===== config.mk =====
export PLATFORM = sky130hd
export DESIGN_NAME = crc_checked_request_deframer
export DESIGN_NICKNAME = d
export VERILOG_FILES = /design/src/rtl/crcdf_pkg.sv /design/src/rtl/crc_checked_request_deframer.sv /design/src/rtl/crcdf_ctrl.sv /design/src/rtl/crcdf_datapath.sv
export SDC_FILE = /design/constraint.sdc
export NUM_CORES = 1
export LEC_CHECK = 0
export ABC_CLOCK_PERIOD_IN_PS = 13000
export BUFFER_PORTS_ARGS = -buffer_cell sky130_fd_sc_hd__buf_2
export CORE_MARGIN = 2
export CORE_UTILIZATION = 40
export DETAILED_ROUTE_END_ITERATION = 10
export SLEW_MARGIN = 20
export SYNTH_ARGS = -nofsm -noshare
export SYNTH_HDL_FRONTEND = slang
export SYNTH_SLANG_ARGS = --single-unit

===== constraint.sdc =====
create_clock -name clock -period 13 [get_ports clock]
set_input_delay 1.3 -clock clock [delete_from_list [all_inputs] [get_ports clock]]
set_output_delay 1.3 -clock clock [all_outputs]
set_load 0.02 [all_outputs]

===== src/rtl/crcdf_pkg.sv =====
// Shared constants, types and the CRC-32 byte step for the request deframer.
// No dependencies; every other file in the block refers to this package.
package crcdf_pkg;

   // Frame length default and the layout of a frame.
   localparam int FRAME_BYTES_DEF = 10;
   localparam int OP_POS          = 1;
   localparam int ARG_LO_POS      = 2;
   localparam int ARG_HI_POS      = 3;
   localparam int SEQ_LO_POS      = 4;
   localparam int SEQ_HI_POS      = 5;
   localparam int CRC_SPAN        = 6;
   localparam int CRC_POS         = 6;
   localparam int CRC_LAST_POS    = 9;

   localparam logic [31:0] CRC_POLY = 32'hEDB8_8320;
   localparam logic [31:0] CRC_ALL  = 32'hFFFF_FFFF;

   // Register file.
   localparam int          CSR_INDEX_W     = 2;
   localparam int          CSR_DATA_W      = 32;
   localparam logic [1:0]  REG_MAGIC_BYTE  = 2'd0;
   localparam logic [1:0]  REG_HIGH_ARG_OP = 2'd1;
   localparam logic [1:0]  REG_TIMEOUT     = 2'd2;
   localparam logic [31:0] TIMEOUT_RESET   = 32'd24_000_000;

   // Commands from the controller to the datapath.
   typedef struct packed {
      logic take_byte;
      logic take_tick;
      logic rd_en;
      logic rd_copy;
      logic bad_crc;
      logic emit;
   } cmd_type;

   // Status from the datapath to the controller.
   typedef struct packed {
      logic is_tick;
      logic frame_done;
      logic crc_ok;
      logic found;
      logic out_free;
   } status_type;

   // One byte of the reflected CRC-32, one bit step per loop pass.
   function automatic logic [31:0] crc32_byte(input logic [31:0] crc, input logic [7:0] data);
      logic [31:0] c;
      c = crc ^ {24'd0, data};
      for (int b = 0; b < 8; b++) begin
         c = c[0] ? ((c >> 1) ^ CRC_POLY) : (c >> 1);
      end
      return c;
   endfunction

endpackage


===== src/rtl/crc_checked_request_deframer.sv =====
// Top level of the CRC-checked request deframer.
// Depends on crcdf_pkg, crcdf_ctrl and crcdf_datapath.

// Byte-serial request deframer. Each request carries either one received byte
// (req_action low) or one tick of time (req_action high). A tick, and a byte
// that does not end a frame, leave the controller idle. The byte that completes
// a frame of FRAME_BYTES bytes starts a pass of the controller over the frame
// store, which has one read port and is read one byte per cycle: a scan for the
// CRC-32, the fields and the first later magic byte, then a state to drain the
// read and one to check. A good frame then loads the result register, waiting
// while an earlier result has not been taken. A bad frame that holds a later
// magic byte at position p copies the remaining FRAME_BYTES - p bytes to the
// front, one per cycle, then drains the last read. Configuration is written
// through csr_* with no wait and is meant to change only while the block is
// idle.
module crc_checked_request_deframer #(
   parameter int FRAME_BYTES = crcdf_pkg::FRAME_BYTES_DEF
) (
   input  logic                              clock,
   input  logic                              reset,
   input  logic                              csr_write_en,
   input  logic [crcdf_pkg::CSR_INDEX_W-1:0] csr_index,
   input  logic [crcdf_pkg::CSR_DATA_W-1:0]  csr_wdata,
   input  logic                              req_valid,
   output logic                              req_ready,
   input  logic                              req_action,
   input  logic [7:0]                        req_rx_byte,
   output logic                              rsp_valid,
   input  logic                              rsp_ready,
   output logic [7:0]                        rsp_opcode,
   output logic [31:0]                       rsp_argument,
   output logic [15:0]                       rsp_sequence_number
);

   localparam int IDX_W = $clog2(FRAME_BYTES);

   crcdf_pkg::cmd_type    cmd;
   crcdf_pkg::status_type st;
   logic [IDX_W-1:0]      rd_addr;
   logic [IDX_W-1:0]      first_pos;

   crcdf_ctrl #(
      .FRAME_BYTES (FRAME_BYTES),
      .IDX_W       (IDX_W)
   ) u_ctrl (
      .clock     (clock),
      .reset     (reset),
      .req_valid (req_valid),
      .req_ready (req_ready),
      .st        (st),
      .first_pos (first_pos),
      .cmd       (cmd),
      .rd_addr   (rd_addr)
   );

   crcdf_datapath #(
      .FRAME_BYTES (FRAME_BYTES),
      .IDX_W       (IDX_W)
   ) u_datapath (
      .clock               (clock),
      .reset               (reset),
      .csr_write_en        (csr_write_en),
      .csr_index           (csr_index),
      .csr_wdata           (csr_wdata),
      .req_action          (req_action),
      .req_rx_byte         (req_rx_byte),
      .rsp_ready           (rsp_ready),
      .rsp_valid           (rsp_valid),
      .rsp_opcode          (rsp_opcode),
      .rsp_argument        (rsp_argument),
      .rsp_sequence_number (rsp_sequence_number),
      .cmd                 (cmd),
      .rd_addr             (rd_addr),
      .st                  (st),
      .first_pos           (first_pos)
   );

endmodule


===== src/rtl/crcdf_ctrl.sv =====
// Controller state machine of the request deframer.
// Depends on crcdf_pkg; drives crcdf_datapath through command and status structs.
module crcdf_ctrl #(
   parameter int FRAME_BYTES = crcdf_pkg::FRAME_BYTES_DEF,
   parameter int IDX_W       = $clog2(FRAME_BYTES)
) (
   input  logic                  clock,
   input  logic                  reset,
   input  logic                  req_valid,
   output logic                  req_ready,
   input  crcdf_pkg::status_type st,
   input  logic [IDX_W-1:0]      first_pos,
   output crcdf_pkg::cmd_type    cmd,
   output logic [IDX_W-1:0]      rd_addr
);

   typedef enum logic [2:0] {
      ST_IDLE,
      ST_SCAN,
      ST_SCAN_DRAIN,
      ST_CHECK,
      ST_EMIT,
      ST_MOVE,
      ST_MOVE_DRAIN
   } state_type;

   localparam logic [IDX_W-1:0] LAST_IDX = IDX_W'(FRAME_BYTES - 1);

   state_type        state_ff;
   logic [IDX_W-1:0] cnt_ff;

   always_ff @(posedge clock) begin
      if (reset) begin
         state_ff <= ST_IDLE;
         cnt_ff   <= '0;
      end else begin
         unique case (state_ff)
            ST_IDLE: begin
               if (cmd.take_byte && st.frame_done) begin
                  state_ff <= ST_SCAN;
                  cnt_ff   <= '0;
               end
            end
            ST_SCAN: begin
               if (cnt_ff == LAST_IDX) begin
                  state_ff <= ST_SCAN_DRAIN;
               end else begin
                  cnt_ff <= cnt_ff + 1'b1;
               end
            end
            ST_SCAN_DRAIN: begin
               state_ff <= ST_CHECK;
            end
            ST_CHECK: begin
               priority if (st.crc_ok) begin
                  state_ff <= ST_EMIT;
               end else if (st.found) begin
                  // Resync: copy the tail that starts at the first magic byte after the head.
                  state_ff <= ST_MOVE;
                  cnt_ff   <= first_pos;
               end else begin
                  state_ff <= ST_IDLE;
               end
            end
            ST_EMIT: begin
               if (st.out_free) begin
                  state_ff <= ST_IDLE;
               end
            end
            ST_MOVE: begin
               if (cnt_ff == LAST_IDX) begin
                  state_ff <= ST_MOVE_DRAIN;
               end else begin
                  cnt_ff <= cnt_ff + 1'b1;
               end
            end
            ST_MOVE_DRAIN: begin
               state_ff <= ST_IDLE;
            end
            default: begin
               state_ff <= ST_IDLE;
            end
         endcase
      end
   end

   assign req_ready     = (state_ff == ST_IDLE);
   assign rd_addr       = cnt_ff;
   assign cmd.take_byte = req_valid && req_ready && !st.is_tick;
   assign cmd.take_tick = req_valid && req_ready && st.is_tick;
   assign cmd.rd_en     = (state_ff == ST_SCAN) || (state_ff == ST_MOVE);
   assign cmd.rd_copy   = (state_ff == ST_MOVE);
   assign cmd.bad_crc   = (state_ff == ST_CHECK) && !st.crc_ok;
   assign cmd.emit      = (state_ff == ST_EMIT) && st.out_free;

`ifndef ASSERT_OFF
   a_emit_needs_free_output: assert property (@(posedge clock) disable iff (reset)
      cmd.emit |-> st.out_free)
      else $error("result loaded while the output register was still full");

   a_frame_end_starts_scan: assert property (@(posedge clock) disable iff (reset)
      (cmd.take_byte && st.frame_done) |=> (cmd.rd_en && !cmd.rd_copy && rd_addr == '0))
      else $error("completed frame did not start the store scan at byte zero");

   a_bad_without_magic_resumes: assert property (@(posedge clock) disable iff (reset)
      (cmd.bad_crc && !st.found) |=> req_ready)
      else $error("bad frame without a magic byte did not return to hunting");
`endif

endmodule


===== src/rtl/crcdf_datapath.sv =====
// Datapath of the request deframer: frame store, CRC, timeout, registers, output.
// Depends on crcdf_pkg; commanded by crcdf_ctrl.
module crcdf_datapath #(
   parameter int FRAME_BYTES = crcdf_pkg::FRAME_BYTES_DEF,
   parameter int IDX_W       = $clog2(FRAME_BYTES)
) (
   input  logic                                clock,
   input  logic                                reset,
   input  logic                                csr_write_en,
   input  logic [crcdf_pkg::CSR_INDEX_W-1:0]   csr_index,
   input  logic [crcdf_pkg::CSR_DATA_W-1:0]    csr_wdata,
   input  logic                                req_action,
   input  logic [7:0]                          req_rx_byte,
   input  logic                                rsp_ready,
   output logic                                rsp_valid,
   output logic [7:0]                          rsp_opcode,
   output logic [31:0]                         rsp_argument,
   output logic [15:0]                         rsp_sequence_number,
   input  crcdf_pkg::cmd_type                  cmd,
   input  logic [IDX_W-1:0]                    rd_addr,
   output crcdf_pkg::status_type               st,
   output logic [IDX_W-1:0]                    first_pos
);

   localparam logic [IDX_W-1:0] LAST_IDX = IDX_W'(FRAME_BYTES - 1);

   // Configuration registers.
   logic [7:0]  magic_ff;
   logic [7:0]  high_op_ff;
   logic [31:0] timeout_ff;

   // Control state.
   logic [IDX_W-1:0] fill_ff;
   logic [15:0]      high_half_ff;
   logic [31:0]      idle_ff;
   logic             rd_vld_ff;
   logic             found_ff;
   logic             rsp_valid_ff;

   // Frame store and scan results.
   logic [7:0]       frame_mem_ff [FRAME_BYTES];
   logic [7:0]       rd_data_ff;
   logic [IDX_W-1:0] rd_idx_ff;
   logic             rd_copy_ff;
   logic [IDX_W-1:0] first_ff;
   logic [31:0]      crc_ff;
   logic [31:0]      rx_crc_ff;
   logic [7:0]       op_ff;
   logic [15:0]      arg_ff;
   logic [15:0]      seq_ff;
   logic [7:0]       rsp_opcode_ff;
   logic [31:0]      rsp_argument_ff;
   logic [15:0]      rsp_seq_ff;

   logic             store_byte;
   logic             scan_step;
   logic             copy_step;
   logic             wr_en;
   logic [IDX_W-1:0] wr_addr;
   logic [7:0]       wr_data;
   logic [31:0]      idle_in;
   logic [IDX_W:0]   tail_len;

   assign store_byte = cmd.take_byte && ((fill_ff != '0) || (req_rx_byte == magic_ff));
   assign scan_step  = rd_vld_ff && !rd_copy_ff;
   assign copy_step  = rd_vld_ff && rd_copy_ff;
   assign idle_in    = (idle_ff == crcdf_pkg::CRC_ALL) ? idle_ff : idle_ff + 32'd1;
   assign tail_len   = (IDX_W + 1)'(FRAME_BYTES) - {1'b0, first_ff};

   // One write port shared by incoming bytes and the resync copy.
   always_comb begin
      wr_en   = store_byte || copy_step;
      wr_addr = store_byte ? fill_ff : (rd_idx_ff - first_ff);
      wr_data = store_byte ? req_rx_byte : rd_data_ff;
   end

   always_ff @(posedge clock) begin
      if (wr_en) begin
         frame_mem_ff[wr_addr] <= wr_data;
      end
      if (cmd.rd_en) begin
         rd_data_ff <= frame_mem_ff[rd_addr];
         rd_idx_ff  <= rd_addr;
         rd_copy_ff <= cmd.rd_copy;
      end
   end

   always_ff @(posedge clock) begin
      if (reset) begin
         magic_ff   <= '0;
         high_op_ff <= '0;
         timeout_ff <= crcdf_pkg::TIMEOUT_RESET;
      end else if (csr_write_en) begin
         unique case (csr_index)
            crcdf_pkg::REG_MAGIC_BYTE:  magic_ff   <= csr_wdata[7:0];
            crcdf_pkg::REG_HIGH_ARG_OP: high_op_ff <= csr_wdata[7:0];
            crcdf_pkg::REG_TIMEOUT:     timeout_ff <= csr_wdata[31:0];
            default: begin
            end
         endcase
      end
   end

   always_ff @(posedge clock) begin
      if (reset) begin
         fill_ff      <= '0;
         high_half_ff <= '0;
         idle_ff      <= '0;
         rd_vld_ff    <= 1'b0;
         found_ff     <= 1'b0;
         rsp_valid_ff <= 1'b0;
      end else begin
         rd_vld_ff <= cmd.rd_en;
         if (cmd.take_tick) begin
            idle_ff <= idle_in;
            if ((fill_ff != '0) && (idle_in > timeout_ff)) begin
               fill_ff      <= '0;
               high_half_ff <= '0;
            end
         end
         if (cmd.take_byte) begin
            idle_ff <= '0;
         end
         if (store_byte) begin
            if (fill_ff == LAST_IDX) begin
               fill_ff  <= '0;
               found_ff <= 1'b0;
            end else begin
               fill_ff <= fill_ff + 1'b1;
            end
         end
         if (scan_step && !found_ff && (rd_idx_ff != '0) && (rd_data_ff == magic_ff)) begin
            found_ff <= 1'b1;
         end
         if (cmd.bad_crc) begin
            high_half_ff <= '0;
            fill_ff      <= found_ff ? tail_len[IDX_W-1:0] : '0;
         end
         if (cmd.emit) begin
            high_half_ff <= (op_ff == high_op_ff) ? arg_ff : 16'd0;
            rsp_valid_ff <= 1'b1;
         end else if (rsp_ready) begin
            rsp_valid_ff <= 1'b0;
         end
      end
   end

   // Field capture and CRC accumulation as the scan walks the store, and the result load.
   always_ff @(posedge clock) begin
      if (store_byte && (fill_ff == LAST_IDX)) begin
         crc_ff <= crcdf_pkg::CRC_ALL;
      end
      if (scan_step) begin
         if (rd_idx_ff < IDX_W'(crcdf_pkg::CRC_SPAN)) begin
            crc_ff <= crcdf_pkg::crc32_byte(crc_ff, rd_data_ff);
         end
         if (rd_idx_ff == IDX_W'(crcdf_pkg::OP_POS)) begin
            op_ff <= rd_data_ff;
         end
         if (rd_idx_ff == IDX_W'(crcdf_pkg::ARG_LO_POS)) begin
            arg_ff[7:0] <= rd_data_ff;
         end
         if (rd_idx_ff == IDX_W'(crcdf_pkg::ARG_HI_POS)) begin
            arg_ff[15:8] <= rd_data_ff;
         end
         if (rd_idx_ff == IDX_W'(crcdf_pkg::SEQ_LO_POS)) begin
            seq_ff[7:0] <= rd_data_ff;
         end
         if (rd_idx_ff == IDX_W'(crcdf_pkg::SEQ_HI_POS)) begin
            seq_ff[15:8] <= rd_data_ff;
         end
         // The received CRC is little-endian, so bytes shift in from the top.
         if ((rd_idx_ff >= IDX_W'(crcdf_pkg::CRC_POS)) &&
             (rd_idx_ff <= IDX_W'(crcdf_pkg::CRC_LAST_POS))) begin
            rx_crc_ff <= {rd_data_ff, rx_crc_ff[31:8]};
         end
         if (!found_ff && (rd_idx_ff != '0) && (rd_data_ff == magic_ff)) begin
            first_ff <= rd_idx_ff;
         end
      end
      if (cmd.emit) begin
         rsp_opcode_ff   <= op_ff;
         rsp_argument_ff <= {high_half_ff, arg_ff};
         rsp_seq_ff      <= seq_ff;
      end
   end

   assign st.is_tick    = req_action;
   assign st.frame_done = !req_action && (fill_ff == LAST_IDX);
   assign st.crc_ok     = ((crc_ff ^ crcdf_pkg::CRC_ALL) == rx_crc_ff);
   assign st.found      = found_ff;
   assign st.out_free   = !rsp_valid_ff || rsp_ready;
   assign first_pos     = first_ff;

   assign rsp_valid           = rsp_valid_ff;
   assign rsp_opcode          = rsp_opcode_ff;
   assign rsp_argument        = rsp_argument_ff;
   assign rsp_sequence_number = rsp_seq_ff;

`ifndef ASSERT_OFF
   a_single_write_source: assert property (@(posedge clock) disable iff (reset)
      !(store_byte && copy_step))
      else $error("incoming byte and resync copy wrote the store in the same cycle");

   a_fill_below_frame: assert property (@(posedge clock) disable iff (reset)
      fill_ff <= LAST_IDX)
      else $error("fill count reached the frame length");

   a_first_magic_past_head: assert property (@(posedge clock) disable iff (reset)
      (cmd.bad_crc && found_ff) |-> (first_ff != '0))
      else $error("resync position points at the head byte");
`endif

endmodule

======== Yosys cells after proc, flatten, opt, wreduce, memory -nomap -nowiden ========
Memories as Yosys holds them, arrays and structs flattened. A register that Yosys moved wholly into a read port is not among the register bits.
Cells that the tools add are included.
storage, ports and cells
  register bits ........................... 279
  bits in writable memories ............... 80
  output and inout port bits .............. 58
  word-level logic and storage cells ...... 170
  memories kept ........................... 1
operators by class
  $add $sub $neg .......................... 5
  order comparisons ....................... 4
  equal/unequal tests ..................... 26
  multiplexer cells ....................... 44
  bitwise logic cells ..................... 10
  reductions and logical operators ........ 56
memory list
  name                     depth  width  read ports  clocked after memory_dff  wr ports  line                  source
  u_datapath.frame_mem_ff  10     8      1           1                         1         crcdf_datapath.sv:41  logic [7:0] frame_mem_ff [FRAME_BYTES];
operator list
  kind                   count
  $mux 32                12
  $not 13->14            8
  $mux 16                5
  $mux 4                 11
  $add 32x1->32 const B  1
  $eq 32x32->1           1
  $eq 32x32->1 const B   1
  $gt 32x32->1           1
  $not 32->32            1
  $xor 32x8->32          1
  $reduce_and 2->1       13
  $eq 8x8->1             3
  $logic_and 1x1->1      18
  $mux 3                 6
  $pmux 3 s6             1
  $reduce_bool 3->1      5
  $pmux 4 s3             1
  $add 4x1->4 const B    2
  $eq 4x2->1 const B     2
  $eq 4x3->1 const B     2
  $eq 4x4->1 const B     2
  $mux 8                 1
  $ne 2x2->1 const B     4
  $reduce_bool 4->1      2
  other kinds (21)       41

======== Longest topological paths before layout ========
  depth in word-level cells ............... 19
  depth in mapped cells ................... 17
  mapped depth without buffers ............ 14

======== Modules after synthesis ========
Synthesis repeated with hierarchy kept, for this count alone.
unflattened totals
  cells, all modules ...................... 1327
  area, all modules ....................... 16369.4 um^2
modules (own cells, without submodules)
  module          instances  cells each  area each (um^2)
  crcdf_datapath  1          1271        15875.2
  crcdf_ctrl      1          56          494.2

======== Worst setup path before layout ========
No wires, ideal clock.
  path type ............................... input to register
  start ................................... input rsp_ready
  end ..................................... register u_datapath.high_half_ff[10]
  setup time .............................. 0.071 ns
  arrival time ............................ 4.082 ns
  slack ................................... 8.847 ns
  stages .................................. 9
  path buffers ............................ 2
  path through ............................ nor2b_1 -> or3_1 -> clkbuf_1 -> inv_1 -> nand4_1 -> nor3_1 -> clkbuf_1 -> nand2_1 -> a21oi_1
RTL lines
  what                    line                                source
  start: declaration      crc_checked_request_deframer.sv:29  input logic rsp_ready,
  end signal: assignment  crcdf_datapath.sv:140               high_half_ff <= (op_ff == high_op_ff) ? arg_ff : 16'd0;
  end: declaration        crcdf_datapath.sv:34                logic [15:0] high_half_ff;

======== Worst setup path in the final report ========
  start ................................... register u_datapath.idle_ff[8]
  end ..................................... register u_datapath.fill_ff[3]
between the ends
  longest elaborated chain between the ends .. 6
ends and longest elaborated chain
  what                                           line                   source
  start: declaration                             crcdf_datapath.sv:35   logic [31:0] idle_ff;
  start signal: assignment                       crcdf_datapath.sv:115  idle_ff <= idle_in;
  $add 32x1->32 or $eq 32x32->1 (tied branches)  crcdf_datapath.sv:67   assign idle_in = (idle_ff == crcdf_pkg::CRC_ALL) ? idle_ff : idle_ff + 32'd1;
  $mux 32 (*)                                    crcdf_datapath.sv:67
  net u_datapath.idle_in[15]                     crcdf_datapath.sv:61   logic [31:0] idle_in;
  $gt 32x32->1 (*)                               crcdf_datapath.sv:116  if ((fill_ff != '0) && (idle_in > timeout_ff)) begin
  $logic_and 1x1->1 (*)                          crcdf_datapath.sv:116
  $reduce_bool 3->1 (no source line) (*)         n/a
  $reduce_and 2->1 (no source line) (*)          n/a
  end signal: assignment                         crcdf_datapath.sv:129  fill_ff <= fill_ff + 1'b1;
  end signal: assignment                         crcdf_datapath.sv:137  fill_ff <= found_ff ? tail_len[IDX_W-1:0] : '0;
  end: declaration                               crcdf_datapath.sv:33   logic [IDX_W-1:0] fill_ff;
Mark *: on every way through the listed nets, which the timed path passes. The rest lies on a longest branch.
A chain may end at the register's enable or synchronous reset.

==> metrics.yaml <==
timing.final.max_slew_violations: 0
maxCapViolations: 0
yosys.cell_count.top_type: "edfxtp_1"
seq_area_um2: 9599
firstDrtPassIters: 5
grt_pass1_vias: 10200
drive_above_1_share_pct: 16.39
hp-class: "reg -> reg"
ctsHoldBuffers: 0
grt_pass1_wl_mm: 58.79
ant_nets: 0
ys_ff_latch: 367
antenna_found_initial: 6
hold_violations: 0
period_needed_ps: 4437
vias_per_cell: 5.302
cts_resized: 0
status: "finished, final reports clean"
setup_violations: 0
rows: 73
area_growth_syn_to_layout_pct: 15.29
setup.worst_path.start_class: "flop"
worstSetupEndpointType: "flop"
synth_edf_count: 225
n_fill_cell: 3658
ys_types: 69
cts_setup_buffers: 0
syn-cell-area_um2: 16200
min_path_cells: 0
hp-start: "u_datapath.seq_ff[8]$_DFFE_PP_"
drc: 0
avgRoutedWirePerCell_um: 18.59
num_vias: 10780
clkTransAtPathRegs_ps: 60
timing.final.crit_share_pct: 34.13
holdPathEnd: "u_datapath.rsp_sequence_number[8]$_DFFE_PP_"
synth_flop_cell: "edfxtp_1"
synthTopCellsByArea: "edfxtp_1 42%, dfxtp_1 18%, xnor2_1 6.4%, a21oi_1 3.8%, ha_1 3.2%"
rsz0062_at_grt: "false"
multi_input_area_um2: 6156
root_buffer: "clkbuf_16"
io_buffers: 105
cts.path.max_buffers: 3
reg2reg_from: "u_datapath.idle_ff[8]$_SDFFE_PP0P_"
cts.htree.levels: 2
synth_cells: 1379
path_delay_family: "simple AND/OR/NAND/NOR gates"
synth_top_area_share_pct: 41.72
yosysWarnings: 0
core_um2: 39820
ir_worst_vdd_mv: 0.1052
cp.buffers_inverters: 1
ys_seq_area_share_pct: 59.27
r2r_end: "u_datapath.fill_ff[3]$_SDFFE_PP0P_"
cts_tree: "done"
dieWidth_um: 205.2
gp_congestion: 0.8627
cp_max_fo: 17
cp.arrival_ps: 4890
overflow: 0
clk_latency_ps: 530
synth_top_area_cell: "edfxtp_1"
dp_hpwl_mm: 25.96
dieArea_um2: 42120
setup_tns_ps: 0
grt_use_total_pct: 18.04
grt_max_degree: 108
wl_mm: 37.79
final_util_pct: 46.89
start_util_pct: 40.67
slowest_stage: "or4_4"
critPathKind: "reg -> reg"
synth.avg_cell_area_um2: 11.74
syn_nets: 1470
power_density_nw_per_um2: 164.9
tightest_slew_ps: 1064
first_iter_violations: 776
r2r_setup_slack_ps: 8560
clock_sinks: 367
die_h_um: 205.2
slowest_delay_ps: 630
final_nets: 1568
max_freq_mhz: 225.4
worst-r2r-cell-count: 15
leakage_uw: 0.006505
io_pins: 106
required_ps: 13450
cts_buffers: 40
path_cells: "nand4_2 > or4_4 > or4_4 > nand2_1 > nor2_1 > xor2_1 > ha_1 > nand4_1 > nor2_1 > a221o_1 > o31a_1 > o21ai_1 > buf_4 > nand3_1 > o22ai_1"
skew_ps: 12.08
max-slew-margin-rel_pct: 28.54
async_flop_share_pct: 0
ys_top_cells_by_count: "225 x edfxtp_1, 142 x dfxtp_1, 124 x a21oi_1, 118 x xnor2_1, 114 x nand2_1"
==> power breakdown <==
group          internal [uW]  switching [uW]
clock network            710             460
logic                    262             299
registers               1280            63.0
total                   2260             822
==> cell usage in the layout, fill, tap and decap left out, types with 39 or more instances in the layout <==
| cell type | Yosys | routed |
|---|---|---|
| clkbuf_16 | 0 | 41 |
| inv_1 | 51 | 50 |
| buf_2 | 7 | 104 |
| nand2_1 | 114 | 114 |
| xor2_1 | 45 | 45 |
| nand4_1 | 39 | 39 |
| dfxtp_1 | 142 | 142 |
| nor3_1 | 61 | 58 |
| nor2_1 | 76 | 75 |
| a21oi_1 | 124 | 123 |
| xnor2_1 | 118 | 118 |
| edfxtp_1 | 225 | 225 |
| ha_1 | 42 | 42 |
==> registers in the layout, indices dropped and copies added, names as in the netlist, 16 cells and up <==
signal,count
u_datapath.timeout_ff,32
u_datapath.arg_ff,16
u_datapath.high_half_ff,16
u_datapath.seq_ff,16
u_datapath.rsp_sequence_number,16
u_datapath.rsp_argument,32
u_datapath.frame_mem_ff,80
u_datapath.crc_ff,32
u_datapath.idle_ff,32
u_datapath.rx_crc_ff,32
==> worst max path at each step <==
stage	start	to	slack [ps]	cells past startpoint
final	u_datapath.idle_ff[8]$_SDFFE_PP0P_	u_datapath.fill_ff[3]$_SDFFE_PP0P_	8560	15
after global routing	u_datapath.idle_ff[8]$_SDFFE_PP0P_	u_datapath.fill_ff[0]$_SDFFE_PP0P_	8270	15
after CTS	u_datapath.idle_ff[8]$_SDFFE_PP0P_	u_datapath.fill_ff[3]$_SDFFE_PP0P_	8600	15
after detailed placement	req_action	u_datapath.frame_mem_ff[0][1]$_DFFE_PP_	8230	6
after global placement	req_action	u_datapath.frame_mem_ff[2][1]$_DFFE_PP_	8360	6
after floorplan	rsp_ready	u_datapath.high_half_ff[10]$_SDFFE_PP0P_	8850	9
==> per-stage QoR <==
step                cells  power [uW]  worst slack, ps  area (um2)  hold WS, ps
finish               2033        3078             8563       18670        417.7
global route         2032        3215             8271       18670        419.4
CTS                  2032        3111             8605       18650        418.9
detailed placement   1960        1931             8228       17280        404.5
global placement     1960        1925             8359       17280        402.5
floorplan            1379        1803             8847       16200        400.3
==> final cells by class <==
class	instances	share of cell area (%)
sequential	367	51.41
multi-input combinational	890	32.97
clock buffer	46	5.703
timing repair buffer	127	3.732
tap	525	3.518
clock inverter	26	1.628
inverter	51	1.025
antenna	1	0.01340
==> metal layers <==
layer / part of all wire (%) / track usage, % / vias up
met2: 43 / 27.09 / 311
met1: 48 / 26.61 / 5196
met3: 5.9 / 3.136 / 66
met5: 0.12 / 0 / -
met4: 2.4 / 5.524 / 8
li1: - / - / 5198
==> cell families after synthesis <==
family | count (synthesis) | share of synthesized area [%]
fa+ha+maj | 43 | 3.368
mux | 53 | 4.620
simple gates | 405 | 12.53
compound gates | 226 | 8.436
buf+inv | 122 | 2.959
xor+xnor | 163 | 8.815
flops | 367 | 59.27
(Power assumes the default switching activity.)
